**config.mk**
```make
export PLATFORM = sky130hd
export DESIGN_NAME = ccrt_draw
export DESIGN_NICKNAME = d
export VERILOG_FILES = /design/src/hdl/ccrt_pkg.sv /design/src/hdl/ccrt_draw.sv
export SDC_FILE = /design/constraint.sdc
export NUM_CORES = 1
export LEC_CHECK = 0
export ABC_AREA = 1
export BUFFER_PORTS_ARGS = -buffer_cell sky130_fd_sc_hd__buf_2
export CORE_MARGIN = 3
export CORE_UTILIZATION = 30
export CTS_BUF_LIST = sky130_fd_sc_hd__clkbuf_8
export DETAILED_ROUTE_END_ITERATION = 7
export GPL_TIMING_DRIVEN = 0
export HOLD_SLACK_MARGIN = 0.05
export MAX_ROUTING_LAYER = met4
export PLACE_DENSITY = 0.57
export SLEW_MARGIN = 20
export SYNTH_ARGS = -nofsm -noshare
export SYNTH_HDL_FRONTEND = slang
export SYNTH_SLANG_ARGS = --single-unit
```
**constraint.sdc**
```tcl
create_clock -name clk -period 8.9 [get_ports clk]
set_clock_uncertainty 0.15 [all_clocks]
set_input_delay 1.335 -clock clk [delete_from_list [all_inputs] [get_ports clk]]
set_output_delay 1.335 -clock clk [all_outputs]
set_load 0.1 [all_outputs]
```
**src/hdl/ccrt_pkg.sv**
```systemverilog
// Package for the coupon-collector randomness test.
// Holds command and register codes, default sizes and shared types.
// No dependencies.
`default_nettype none

package ccrt_pkg;

    localparam int HIST_BINS_DEF   = 1024;
    localparam int MAX_COUPONS_DEF = 16;

    localparam int CMD_W    = 2;
    localparam int BIN_W    = 10;
    localparam int CCOUNT_W = 5;
    localparam int WORD_W   = 32;
    localparam int LEN_W    = 16;
    localparam int COUPON_W = 4;
    localparam int CFG_IDX_W = 2;

    localparam logic [CMD_W-1:0] CMD_DRAW    = 2'd0;
    localparam logic [CMD_W-1:0] CMD_READ    = 2'd1;
    localparam logic [CMD_W-1:0] CMD_RESTART = 2'd2;
    localparam logic [CMD_W-1:0] CMD_NOP     = 2'd3;

    localparam logic [CFG_IDX_W-1:0] REG_COUPON_COUNT = 2'd0;
    localparam logic [CFG_IDX_W-1:0] REG_SEED_HIGH    = 2'd1;
    localparam logic [CFG_IDX_W-1:0] REG_SEED_LOW     = 2'd2;

    localparam logic [CCOUNT_W-1:0] COUPON_COUNT_RST = 5'd2;
    localparam logic [WORD_W-1:0]   SEED_HIGH_RST    = 32'd0;
    localparam logic [WORD_W-1:0]   SEED_LOW_RST     = 32'd1;

    localparam logic [LEN_W-1:0]  LEN_MAX  = 16'hFFFF;
    localparam logic [WORD_W-1:0] TALLY_MAX = 32'hFFFF_FFFF;

    typedef struct packed {
        logic                fresh;
        logic                done;
        logic [COUPON_W-1:0] coupon;
        logic [LEN_W-1:0]    tuple_length;
        logic [LEN_W-1:0]    longest_length;
    } draw_res_t;

    typedef struct packed {
        draw_res_t res;
        logic      rd_hist;
    } stage_t;

endpackage

`default_nettype wire

```
**src/hdl/ccrt_draw.sv**
```systemverilog
// Generator and tuple tracker: 64-bit shift register, coupon mapping,
// seen flags, tuple length and longest length. Depends on ccrt_pkg.
`default_nettype none

module ccrt_draw
    import ccrt_pkg::*;
#(
    parameter int HIST_BINS   = HIST_BINS_DEF,
    parameter int MAX_COUPONS = MAX_COUPONS_DEF,
    localparam int ADDR_W = $clog2(HIST_BINS)
) (
    input  wire logic                clk,
    input  wire logic                rst_n,
    input  wire logic                adv,
    input  wire logic [CMD_W-1:0]    cmd,
    input  wire logic [CCOUNT_W-1:0] coupon_count,
    input  wire logic [WORD_W-1:0]   seed_high,
    input  wire logic [WORD_W-1:0]   seed_low,
    output draw_res_t                res,
    output logic [ADDR_W-1:0]        slot
);

    localparam int N_W   = $clog2(MAX_COUPONS + 1);
    localparam int CPN_W = (MAX_COUPONS > 2) ? $clog2(MAX_COUPONS) : 1;

    logic [WORD_W-1:0]      shift_high_reg, shift_high_next;
    logic [WORD_W-1:0]      shift_low_reg, shift_low_next;
    logic [MAX_COUPONS-1:0] seen_reg, seen_next;
    logic [LEN_W-1:0]       draws_reg, draws_next;
    logic [LEN_W-1:0]       longest_reg, longest_next;

    logic                   fb;
    logic [WORD_W-1:0]      new_high, new_low;
    logic [N_W-1:0]         n_val;
    logic [WORD_W+N_W-1:0]  prod;
    logic [CPN_W-1:0]       coupon_idx;
    logic [MAX_COUPONS-1:0] coupon_bit, seen_or, n_mask;
    logic [LEN_W-1:0]       draws_inc, longest_upd;
    logic                   fresh, done;

    always_comb
    begin
        fb       = shift_low_reg[4] ^ shift_low_reg[3] ^ shift_low_reg[1] ^ shift_low_reg[0];
        new_high = {fb, shift_high_reg[WORD_W-1:1]};
        new_low  = {shift_high_reg[0], shift_low_reg[WORD_W-1:1]};

        if (coupon_count < CCOUNT_W'(2))
            n_val = N_W'(2);
        else if (32'(coupon_count) > 32'(MAX_COUPONS))
            n_val = N_W'(MAX_COUPONS);
        else
            n_val = N_W'(coupon_count);

        prod       = (WORD_W+N_W)'(new_low) * (WORD_W+N_W)'(n_val);
        coupon_idx = prod[WORD_W +: CPN_W];
        coupon_bit = MAX_COUPONS'(1) << coupon_idx;

        for (int i = 0; i < MAX_COUPONS; i++)
            n_mask[i] = (32'(n_val) > 32'(i));

        draws_inc = (draws_reg == LEN_MAX) ? draws_reg : draws_reg + LEN_W'(1);
        fresh     = ~|(seen_reg & coupon_bit);
        seen_or   = seen_reg | coupon_bit;
        done      = &(seen_or | ~n_mask);
        longest_upd = (done && (draws_inc > longest_reg)) ? draws_inc : longest_reg;

        if (32'(draws_inc) > 32'(HIST_BINS - 1))
            slot = ADDR_W'(HIST_BINS - 1);
        else
            slot = ADDR_W'(draws_inc);

        res = '0;
        shift_high_next = shift_high_reg;
        shift_low_next  = shift_low_reg;
        seen_next       = seen_reg;
        draws_next      = draws_reg;
        longest_next    = longest_reg;

        unique case (cmd)
            CMD_DRAW:
            begin
                res.fresh          = fresh;
                res.done           = done;
                res.coupon         = COUPON_W'(coupon_idx);
                res.tuple_length   = done ? draws_inc : '0;
                res.longest_length = longest_upd;
                shift_high_next    = new_high;
                shift_low_next     = new_low;
                seen_next          = done ? '0 : seen_or;
                draws_next         = done ? '0 : draws_inc;
                longest_next       = longest_upd;
            end
            CMD_RESTART:
            begin
                shift_high_next = seed_high;
                shift_low_next  = seed_low;
                seen_next       = '0;
                draws_next      = '0;
                longest_next    = '0;
            end
            CMD_READ, CMD_NOP:
            begin
                res.longest_length = longest_reg;
            end
            default:
            begin
                res.longest_length = longest_reg;
            end
        endcase
    end

    always_ff @(posedge clk or negedge rst_n)
    begin
        if (!rst_n)
        begin
            shift_high_reg <= SEED_HIGH_RST;
            shift_low_reg  <= SEED_LOW_RST;
            seen_reg       <= '0;
            draws_reg      <= '0;
            longest_reg    <= '0;
        end
        else if (adv)
        begin
            shift_high_reg <= shift_high_next;
            shift_low_reg  <= shift_low_next;
            seen_reg       <= seen_next;
            draws_reg      <= draws_next;
            longest_reg    <= longest_next;
        end
    end

endmodule

`default_nettype wire

```
Yosys cells after proc, flatten, opt, wreduce, memory -nomap -nowiden --
Index checks and enable logic that the tools add are counted.
Storage, ports and cells: word-level logic and storage cells 62, bits of input ports 74, flip-flop bits (word level) 112, output and inout bits 48
Cells by class: reduce and logical (&&, ||, !) cells 8, add/subtract/negate cells 1, magnitude comparators 20, shift operators 1, bitwise operators 7, multiplexer cells 15, eq/ne operators 4, multipliers 1
Operator list (count):
- $pmux W16 S2 | 4
- $pmux W32 S2 | 2
- $mux W16 | 5
- $gt A5 B4 Y1 const B | 8
- $mul A32 B5 Y36 | 1
- $or A16 B16 Y16 | 2
- $mux W22 | 1
- $gt A5 B3 Y1 const B | 4
- $add A16 B1 Y16 const B | 1
- $and A16 B16 Y16 | 1
- $eq A16 B16 Y1 const B | 1
- $gt A16 B10 Y1 const B | 1
- $gt A16 B16 Y1 | 1
- $not A16 Y16 | 1
- $reduce_and A16 Y1 | 1
- $reduce_or A16 Y1 | 1
- $shl A1 B4 Y16 const A | 1
- $gt A5 B1 Y1 const B | 2
- $gt A5 B2 Y1 const B | 2
- $mux W10 | 1
- $mux W5 | 2
- $gt A5 B5 Y1 const B | 1
- $lt A5 B2 Y1 const B | 1
- $eq A2 B2 Y1 const B | 2
- 8 further kinds | 10

Longest topological paths before layout --
Gate-level depths: netlist (run 1).
depth after elaboration 11, gate-level depth with buffers 37, depth with buffers taken out 33

Least setup slack after synthesis (run 1) --
Ideal clock, no wire load.
path kind input port to output port, from input port coupon_count[4], to output port res[16] (netlist name), path buffers 4, required time 7.415 ns, slack 0.305 ns, stages 30, arrival time 7.110 ns, cell sequence buf_2 > nor2_1 > inv_1 > nor2_1 > a21oi_1 > clkbuf_1 > clkbuf_1 > nor2_1 > fa_1 > inv_1 > fa_1 > inv_1 > ha_1 > a21oi_1 > o21ai_0 > o21bai_1 > a21boi_1 > nand2_1 > nand2_1 > nand2_1 > nor2_2 > nand3_1 > nand3_1 > nand2_1 > nor2_1 > nand2_2 > nor2_8 > buf_6 > nand2_4 > nor2_1
RTL lines:
- start, declared | RTL line ccrt_draw.sv:16 | input wire logic [CCOUNT_W-1:0] coupon_count,
- end, declared | RTL line ccrt_draw.sv:19 | output draw_res_t res,

==> results.txt, run 1 <==
For flop-to-flop paths, the worst setup slack is around 3500 ps. The global-route congestion overflow total came out at 0. The height of the die came out at 201 um.

The detailed-route via count is between 10000 and 15000. The maximum fanout encountered on the critical timing path came out at 12. Buffers inserted during clock tree synthesis total 9. The area of the core region is 0.0370 mm2. The fraction of layout instances using a drive strength above 1 came out at between 10% and 20%.

The count of unresolved DRC violations after routing is 0. The starting density of the core came out at 30.7%. The post-synthesis cell type count came out at 44.

The sequential fraction of design power is 31.1%. The post-layout total power is 2.02 mW. The combinational fraction of design power is 52.4%. The fraction of synthesis flops using an asynchronous set or reset pin is between 90% and 100%. The internal power of the cells totals 1.03 mW. The clock power share came out at 16.5%. The later-pin clock latency in the skew report came out at 430 ps.

For the worst setup path, the data required time is 7410 ps. Summed over all instances, the cell type with the most area after synthesis is dfrtp_1. The most common library cell in the layout ignoring fill and taps is inv_1. The first-pass GRT wire length is 57.8 mm. Synthesis produced a netlist with a net count of between 1500 and 2000. The number of cells produced by synthesis is 1607. The final standard cell count with taps included and fillers excluded is 2254. The number of global-route vias before repair is 10900. At the end of routability-driven placement, the weighted congestion stood at 0.868.

The number of DRC violations after detailed-routing iteration 0 is 817. The maximum vdd drop is 94.6 uV. The post-route cell area is approximately 0.013 mm2.

The most repeated library cell on the critical path is nand2_1. The origin of the critical flop-to-flop path is shift_low_reg[8]. Yosys printed 0 warnings. The flop and latch count out of synthesis came out at 112. The sum of net half-perimeters after detailed placement is 27.2 mm. The placed cell count is ~2200. The critical path in this run is classified as in2out. The data arrival time of the worst path is 6960 ps. The average size of a mapped cell is just over 7 um2. The detailed-route vias per instance is 4.83. In this run the most critical hold path is launched from longest_reg[14]. The count of final max-slew check failures came to 0. The max-cap check violation count is 0. The run finished with clean final reports. Dividing the final minimum period by the clock period gives 94.9%.

The achievable clock frequency came out at 118 MHz. The post-cts hold buffer count is 0. The largest net degree at the start of global routing came out at 64. The critical path capture point type is a primary output. The maximum clock insertion buffer count came out at 2.

Counting every sink on the clock net gives 112. The sequential fraction of the synthesis area came out at 24.6%. The filler cell count came out at ~4000. The cell area after placement is 0.0127 mm2. Global routing used 18.1% of the available tracks across all layers. The normalized max-slew margin came out at 38.1%. The analysis attributes to net switching a power of 984 uW.

The cell depth of the worst flop-to-flop path is 28. In the final routed layout, each cell accounts on average for 15.4 um. Among all flip-flop cells after synthesis, the most frequent one is dfrtp_1. The initial antenna violation count was 4. The layout overhead on the synthesized area came out at 14.9%.

The largest individual stage delay along the critical path comes from the cell fa_1. The ratio of total power to cell area is around 150 mW/mm2. The number of I/O port buffers came out at 121. The count of nets left with antenna violations once routing finished came out at 0. The top cell types in the final layout, fill and taps aside, are 320 x inv_1, 277 x nand2_1, 169 x o21ai_0, 130 x nor2_1, 111 x dfrtp_1. The final net count came out at a little under 2000. The switching share of power came out at 48.8%. Across all setup checks in the final design, the least slack found is approximately 450 ps. The endpoint with the worst hold slack is longest_reg[14]. The root buffer cell chosen for the clock tree is clkbuf_8. The CTS H-tree depth came out at 3. The actual transition at the worst max-transition pin came out at 919 ps.

The mapped netlist covers around 0.011 mm2. The share of Yosys cell area claimed by the top area cell type came out at 24.4%. Setup repair after global routing left no endpoint under its margin.

The kind of start point of the critical path is an input port. The floorplan has 70 rows. In this run the critical register-to-register path is captured at seen_reg[3]. The number of enable flip-flop cells after synthesis is 0. The detailed-router iteration count before antenna repair is 5.

The delay of the slowest cell on the worst path came out at roughly 550 ps. The cell family with the largest share of critical-path delay is simple AND/OR/NAND/NOR gates. Subtracting the final worst setup slack from the clock period gives 8450 ps. The number of buffer and inverter instances along the worst setup path is 7. For this design the top-level I/O count stands at 122.

The total count of hold-check failures in the final report came out at 0. After synthesis, the cell types taking the most area are dfrtp_1 24%, fa_1 15%, inv_1 11%. The post-CTS clock slew at the launch and capture registers of the worst setup and hold paths is 110 ps. The final wirelength came out at about 35 mm. The worst hold path belongs to the class reg2reg. The pre-CTS worst setup slack came out at -885 ps.

TritonCTS built the clock tree. The static leakage is 6.83 nW. The die outline area came out at 0.0403 mm2. From left edge to right edge, the die measures 201 um. The total of endpoints with negative setup slack in the final report came out at 0. The number of cells on the worst hold path is 2.
cell usage after synthesis, drive strengths merged (4+ instances only):
| cell | n |
|---|---|
| inv | 325 |
| nand2 | 287 |
| o21ai | 198 |
| nor2 | 151 |
| dfrtp | 111 |
| nand3 | 111 |
| a21oi | 108 |
| fa | 88 |
| ha | 59 |
| clkbuf | 50 |
| nand4 | 28 |
| buf | 17 |
| nor3 | 16 |
| xor2 | 9 |
| nor4 | 7 |
| a21o | 6 |
| o22ai | 6 |
| o21a | 5 |
| xnor2 | 5 |
| a31oi | 4 |
| o31ai | 4 |
cells by family (layout without fill, tap and decap cells):
family	count (synthesis)	in the layout	synth area share, %
AND/OR/NAND/NOR	601	601	23.3
buffers and inverters	392	531	13.4
AO/OA/AOI/OAI	341	341	15.7
adder cells (fa/ha/maj)	147	147	21.9
flip-flops	112	112	24.6
XOR/XNOR	14	14	1.08
other	0	4	0
through the flow:
step                      utilization [%]  setup TNS, ps  hold WS (ps)
after floorplan                         -              0           299
after global placement               34.1         -25060           312
after detailed placement             34.2         -25580           316
after CTS                            34.9              0           347
after global routing                 35.3              0           377
final                                35.3              0           344
layer usage:
metal | vias to the layer above | share of wire, % | global-route usage (%)
met5 | - | 0 | -
met4 | 0 | 1.3 | 4.24
met3 | 20 | 4.6 | 1.59
met2 | 240 | 46 | 27.9
met1 | 5258 | 49 | 25.7
li1 | 5374 | - | -
power by group through the flow:
stage               Sequential (mW)  Clock (mW)  Combinational [mW]
floorplan                     0.619           0               0.784
global placement              0.635           0                1.02
detailed placement            0.637           0                1.03
CTS                           0.627       0.345                1.04
global route                  0.636       0.360                1.23
finish                        0.627       0.332                1.06
how the worst max path moves through the flow:
| stage | start | endpoint | slack, ps | depth (start not counted) |
|---|---|---|---|---|
| after floorplan | coupon_count[4] | res[16] | 310 | 30 |
| after global placement | coupon_count[4] | res[11] | -850 | 34 |
| after detailed placement | coupon_count[4] | res[11] | -890 | 34 |
| after CTS | coupon_count[4] | res[13] | 10 | 34 |
| after global routing | coupon_count[4] | res[6] | 30 | 31 |
| final | coupon_count[4] | res[10] | 450 | 32 |
tightest hold or removal path, delay by kind of cell, from the launching register on:
family           cells  cell delay, ps
DFF                  1             360
and+or+nand+nor      2             100
repair_timing:
| action | in CTS | in global routing |
|---|---|---|
| gates resized for setup | 38 | 52 |
| buffers inserted | 0 | 2 |
| setup endpoints to repair | 34 | 34 |
| gates cloned | 0 | 0 |
| pin swaps | 0 | 1 |
cell type report:
| cell class | instances | area, um2 | share of cell area (%) |
|---|---|---|---|
| buffer | 66 | 340 | 2.60 |
| timing repair buffer | 124 | 753 | 5.75 |
| sequential | 112 | 2800 | 21.4 |
| antenna | 4 | 10.0 | 0.0765 |
| clock buffer | 10 | 138 | 1.05 |
| clock inverter | 6 | 53.8 | 0.411 |
| inverter | 325 | 1220 | 9.32 |
| tap | 504 | 631 | 4.82 |
| multi-input combinational | 1103 | 7140 | 54.5 |
Power figures use the tool's default switching activity.
==> inputs of run 2 (changes only) <==
MAX_ROUTING_LAYER = default   (was met4)
SLEW_MARGIN = default   (was 20)
==> run 2 against run 1 <==
Critical endpoint is now res[8]. Routed wire length is 0.46% lower. Hold slack worse by 0.73 ps. Sequential cell count did not move. Worst setup slack got worse by 7.1 ps. Critical path depth shrank 1. Sequential power about the same.
==> results.txt, run 2 (same netlist as run 1, synthesis figures left out) <==
The slowest stage of the critical path belongs to the cell fa_1. For the pin with the worst max-slew slack, the measured transition is ~910 ps. The number of DRC violations after detailed-routing iteration 0 is around 600. The global-route congestion overflow total came out at 0. The flow ran to the end, and the final reports show no timing, DRC or antenna violations. The class of the most critical hold timing path is reg2reg. The cell that appears most often on the critical path is nand2_1. The count of final max-slew check failures is 0. The delay of the slowest cell on the worst path came out at 530 ps. The analysis attributes to cell leakage a power of 6.84 nW. The kind of start point of the critical path is an input port. The post-layout total power came out at around 2.0 mW. The layout overhead on the synthesized area came out at 14.9%. The total routing usage reported by global routing is 17.4%.

The count of antenna diodes in the layout came out at 0. The top-level I/O count came out at 122. The final net count is 1961. The count of antenna-violating nets left after detailed routing came out at 0. The final standard cell count with taps included and fillers excluded came out at roughly 2200. The worst setup path is captured at a primary output.

The first-pass GRT wire length is 57.8 mm. The initial antenna violation count was 5. Of the cells placed in the final design, the portion with a size suffix greater than 1 is 11.9%. CTS saw 112 sinks. The detailed-route via count is approximately 11000. The ratio of total power to cell area came out at 156 mW/mm2.

Buffers placed on the I/O ports in this run total 121. Entering global routing, the biggest net connects between 80 and 90 pins. The number of global-route vias before repair is 11200.

The CTS H-tree depth is 3. The data arrival time of the worst path is 6970 ps. The total count of hold-check failures in the final report was 0.

After clock tree synthesis, the clock-pin slew on the worst setup and hold paths is 110 ps. The required time at the worst-slack endpoint came out at ~7400 ps. The worst setup path is of the in2out kind. The sum of net half-perimeters after detailed placement came out at 27.2 mm. The later-pin clock latency in the skew report came out at roughly 420 ps. The cell depth of the worst flop-to-flop path came out at 29.

The detailed-route vias per instance came out at 4.85. In this run the critical register-to-register path is launched from shift_low_reg[4]. The final cycle utilization of the critical path is 95.0%. The normalized max-slew margin came out at between 30% and 40%. The maximum vdd drop is 84.1 uV. The number of cells on the worst hold path came out at 2. The total of endpoints with negative setup slack in the final report came out at 0. The average wire per standard cell came out at about 15 um.

The maximum clock insertion buffer count is 2. The pre-CTS worst setup slack came out at -871 ps. The path with the worst hold slack has its endpoint at longest_reg[13]. Timing would allow up to 118 MHz. After floorplanning, the core was divided into 70 placement rows.

The clock period minus final worst setup slack is 8460 ps. The initial utilization of the core area, before any placement, comes to 30.7%. The most common library cell in the layout ignoring fill and taps is inv_1. In this run the standard cell core region covers 0.0370 mm2. The height of the die is 201 um.

The final wirelength is 34.4 mm. Leaving out fill and tap cells, the most frequent cells in the layout are 319 x inv_1, 278 x nand2_1, 169 x o21ai_0, 133 x nor2_1, 111 x dfrtp_1. In the post-route analysis, the smallest setup slack over all paths is between 400 and 500 ps. The count of unresolved DRC violations after routing came out at 0. The number of clock buffers inserted by TritonCTS is 9.

The final estimated routing congestion in global placement came out at 0.862. The startpoint identified for the worst hold timing path is longest_reg[13]. The max-cap check violation count came out at 0. The worst register-to-register path ends at seen_reg[4].

The maximum fanout encountered on the critical timing path is 12. The detailed-router iteration count before antenna repair is 5. The CTS tree is done.

The die outline area came out at 0.0403 mm2. The cell at the root of the clock tree is clkbuf_8. Setup slack on the worst reg-to-reg path comes out at 3530 ps.

The placed cell count is 2233. The horizontal die dimension is 201 um.
-- run 2: changes by cell type in the layout (fill, tap and decap cells not counted), moves of 3 or more --
cell      change
diode_2       -4
nor2_2        -4
nor2_1        +3
clkbuf_4      -3
-- run 2: worst max-delay path by stage --
| stage | from | endpoint | slack (ps) | cells after the start |
|---|---|---|---|---|
| final | coupon_count[4] | res[8] | 440 | 31 |
| after CTS | coupon_count[4] | res[4] | 1 | 31 |
| after global routing | coupon_count[4] | res[6] | -8 | 31 |
| after floorplan | coupon_count[4] | res[16] | 310 | 30 |
| after detailed placement | coupon_count[4] | res[5] | -870 | 34 |
| after global placement | coupon_count[4] | res[11] | -790 | 34 |
-- run 2: final cells by class --
class	count	area, um2
Fill cell	4028	24000
Tap cell	504	631
Buffer	66	344
Timing Repair Buffer	123	739
Sequential cell	112	2800
Clock buffer	10	138
Multi-Input combinational cell	1103	7140
Inverter	325	1220
Clock inverter	6	76.3
-- run 2: critical path: cells and delay by family --
family	cells	cell delay, ps
AO/OA/AOI/OAI	5	830
adder cells (fa/ha/maj)	4	1890
buffers and inverters	7	1110
AND/OR/NAND/NOR	15	1770
-- run 2: routing by layer --
metal  vias to the layer above  GRT usage (%)  share of wire [%]
met5                         -              0               0.16
met3                        45           2.53                4.8
li1                       5359              -                  -
met4                        10           4.97                2.0
met2                       267           27.8                 45
met1                      5220           24.7                 48
-- run 2: metrics by stage --
step	area (um2)	utilization, %	setup TNS (ps)	hold WS, ps
floorplan	11400	-	0	299
global placement	12600	34.1	-22860	312
detailed placement	12700	34.2	-25190	315
CTS	13000	35.0	0	347
global route	13100	35.3	-14.7	368
finish	13100	35.3	0	343
-- run 2: timing repair --
action / 4_1_cts / 5_1_grt
resized for setup: 40 / 47
pin swaps: 0 / 1
setup buffers: 1 / 0
setup endpoints to repair: 34 / 34
hold buffers: 0 / 0
-- run 2: power by group --
part,internal [mW],total [mW],leakage [nW],switching (mW)
clock,0.143,0.354,0.111,0.211
sequential,0.579,0.628,1.44,0.0483
combinational,0.338,1.06,5.28,0.719
total,1.06,2.04,6.84,0.978
==> inputs of run 3 (changes only) <==
==> constraint.sdc (replaced) <==
create_clock -name clk -period 8.9 [get_ports clk]
set_clock_uncertainty 0.15 [all_clocks]
set_input_delay 0.89 -clock clk [delete_from_list [all_inputs] [get_ports clk]]
set_output_delay 0.89 -clock clk [all_outputs]
set_load 0.1 [all_outputs]
==> run 3 against run 2 <==
Worst setup slack better by 87 ps. Critical path depth up 3. Non-clock buffer count unchanged. Sequential power about the same. Sequential cell count unchanged. First-iteration DRC count down 4.8%. Largest power group unchanged. Register-to-register slack worse by 180 ps. Cell area down 1.5%. Global-route usage down 0.069 points. Fmax up 1.0%. Core utilization down 0.52 points. Hold slack worse by 150 ps.
==> results.txt, run 3 (same netlist as run 1, synthesis figures left out) <==
The final net count is 1961. The post-CTS clock slew at the launch and capture registers of the worst setup and hold paths is 120 ps. The class of the most critical hold timing path is in2async. STA classifies the critical path startpoint as an input port. The worst setup path is captured at a primary output. The root buffer cell chosen for the clock tree is clkbuf_8. After the first detailed-routing iteration, the DRC count stood at between 500 and 600. The global-route congestion overflow total came out at 0. 122 I/O pins were placed.

The worst hold slack is 188 ps. The accumulated negative setup slack is 0 ps. The first-pass GRT wire length is ~58 mm. The worst register-to-register path begins at shift_low_reg[20]. The final wirelength came out at 34.4 mm. The number of I/O port buffers is around 120.

The achievable clock frequency is 120 MHz. The number of global-route vias before repair is approximately 11000. The maximum clock insertion buffer count is 2.

The library cell used most frequently in the layout, excluding fill and tap cells, is inv_1. The final estimated routing congestion in global placement came out at 0.862. The normalized max-slew margin is 38.7%.

The capture instance of the worst register-to-register path is seen_reg[4]. The die outline area came out at 0.0403 mm2. After filler insertion, the fill cell instance count of the layout stands at ~4000.

The count of antenna diodes in the layout is 0. The number of cells on the worst reg-to-reg path is 26. The number of sinks handled by clock tree synthesis came out at 112. The CTS H-tree depth came out at 3. From bottom edge to top edge, the die measures about 200 um. The total of endpoints with negative setup slack in the final report is 0. The first detailed-routing pass ran for 5 iterations.

For the worst setup path, the data required time is a little under 8000 ps. The delay of the slowest cell on the worst path is 530 ps. At the later pin of the worst-skew pair, clock insertion delay measures between 400 and 500 ps. The count of final max-slew check failures is 0. The critical path starts at coupon_count[4]. The run finished with clean final reports. The count of buffers added by post-CTS timing repair for setup is 0.

The horizontal die dimension came out at 201 um. The initial antenna violation count is 5. The largest net degree at the start of global routing came out at 84. The most numerous cell type found on the critical path is nand2_1. The post-route netlist has 10.8% of its cells at a drive strength greater than 1. The flop-to-flop setup slack is 3350 ps.

The total count of hold-check failures in the final report was 0. TritonCTS built the clock tree. The ratio of total power to cell area came out at 156 mW/mm2. The total area inside the core boundary comes to 0.0370 mm2.

The critical path is of the in2out type. The maximum vdd drop is 83.9 uV. The area growth from synthesis to layout is 13.2%. The detailed-route via count came out at 10900.

The actual transition at the worst max-transition pin is ~910 ps. The static leakage is about 6.8 nW. The tool flagged a number of max-cap violations equal to 0. The count of unresolved DRC violations after routing came out at 0.

The sum of net half-perimeters after detailed placement is about 27 mm. The initial utilization of the core area, before any placement, comes to between 30% and 40%. The number of rows in the core area is 70. Setup repair after global routing left no endpoint under its margin. The data arrival time of the worst path came out at 7330 ps. The highest-delay cell along the critical path is fa_1. Dividing the final minimum period by the clock period gives 94.0%. Dividing the detail-routed wire length by the instance count gives 15.3 um. The library cells used most frequently in the layout, excluding fill and tap cells, are 320 x inv_1, 281 x nand2_1, 169 x o21ai_0, 135 x nor2_1, 119 x buf_2. The maximum fanout encountered on the critical timing path came out at 10. The number of clock buffers inserted by TritonCTS is 9. The detailed-route vias per instance came out at 4.84. The clock period minus final worst setup slack came out at 8370 ps. The total routing usage reported by global routing is between 10% and 20%. The detail route stage leaves a number of antenna-violating nets equal to 0.
==> run 3: cell type report <==
| class | instances | area (um2) | area share [%] |
|---|---|---|---|
| tap | 504 | 631 | 4.89 |
| inverter | 325 | 1220 | 9.46 |
| sequential | 112 | 2800 | 21.7 |
| timing repair buffer | 122 | 644 | 5.00 |
| buffer | 67 | 314 | 2.44 |
| multi-input combinational | 1103 | 7070 | 54.8 |
| clock buffer | 10 | 138 | 1.07 |
| clock inverter | 6 | 76.3 | 0.592 |
==> run 3: where the power goes <==
part | switching [mW] | internal, mW
clock | 0.210 | 0.143
sequential | 0.0485 | 0.579
combinational | 0.705 | 0.327
total | 0.964 | 1.05
==> run 3: per-layer routing <==
layer	vias up	global-route usage, %	wire length (um)
li1	5355	-	-
met1	5232	24.7	16600
met2	254	27.8	15600
met3	38	2.55	1560
met4	10	4.52	545
met5	-	0	60
==> run 3: timing repair <==
| item | 4_1_cts | 5_1_grt |
|---|---|---|
| hold buffers | 0 | 0 |
| gates resized for setup | 0 | 16 |
| endpoints found under the setup margin | 0 | 33 |
==> run 3: stage by stage <==
stage                     cells  utilization [%]  worst slack (ps)  cell area (um2)  power [mW]
after CTS                  2249             34.8              4.96            12900        2.03
after global routing       2249             34.8              27.1            12900        2.22
final                      2249             34.8               532            12900        2.01
after detailed placement   2233             34.2              19.4            12700        1.67
after global placement     2232             34.1               102            12600        1.66
after floorplan            1607                -              1200            11400        1.40
==> run 3: how the worst max path moves through the flow <==
stage	cells after the start	slack, ps	end
2_1_floorplan	30	1200	res[16]
3_3_place_gp	34	100	res[11]
3_5_place_dp	34	20	res[5]
4_1_cts	34	5	res[5]
5_1_grt	34	30	res[6]
6_report	34	530	res[12]
==> run 3: worst max-delay path: cells and delay by family <==
kind | cells | cell delay, ps
AOI/OAI and AO/OA | 6 | 1160
adders and majority gates | 3 | 1360
buffers and inverters | 9 | 1950
and+or+nand+nor | 16 | 1930
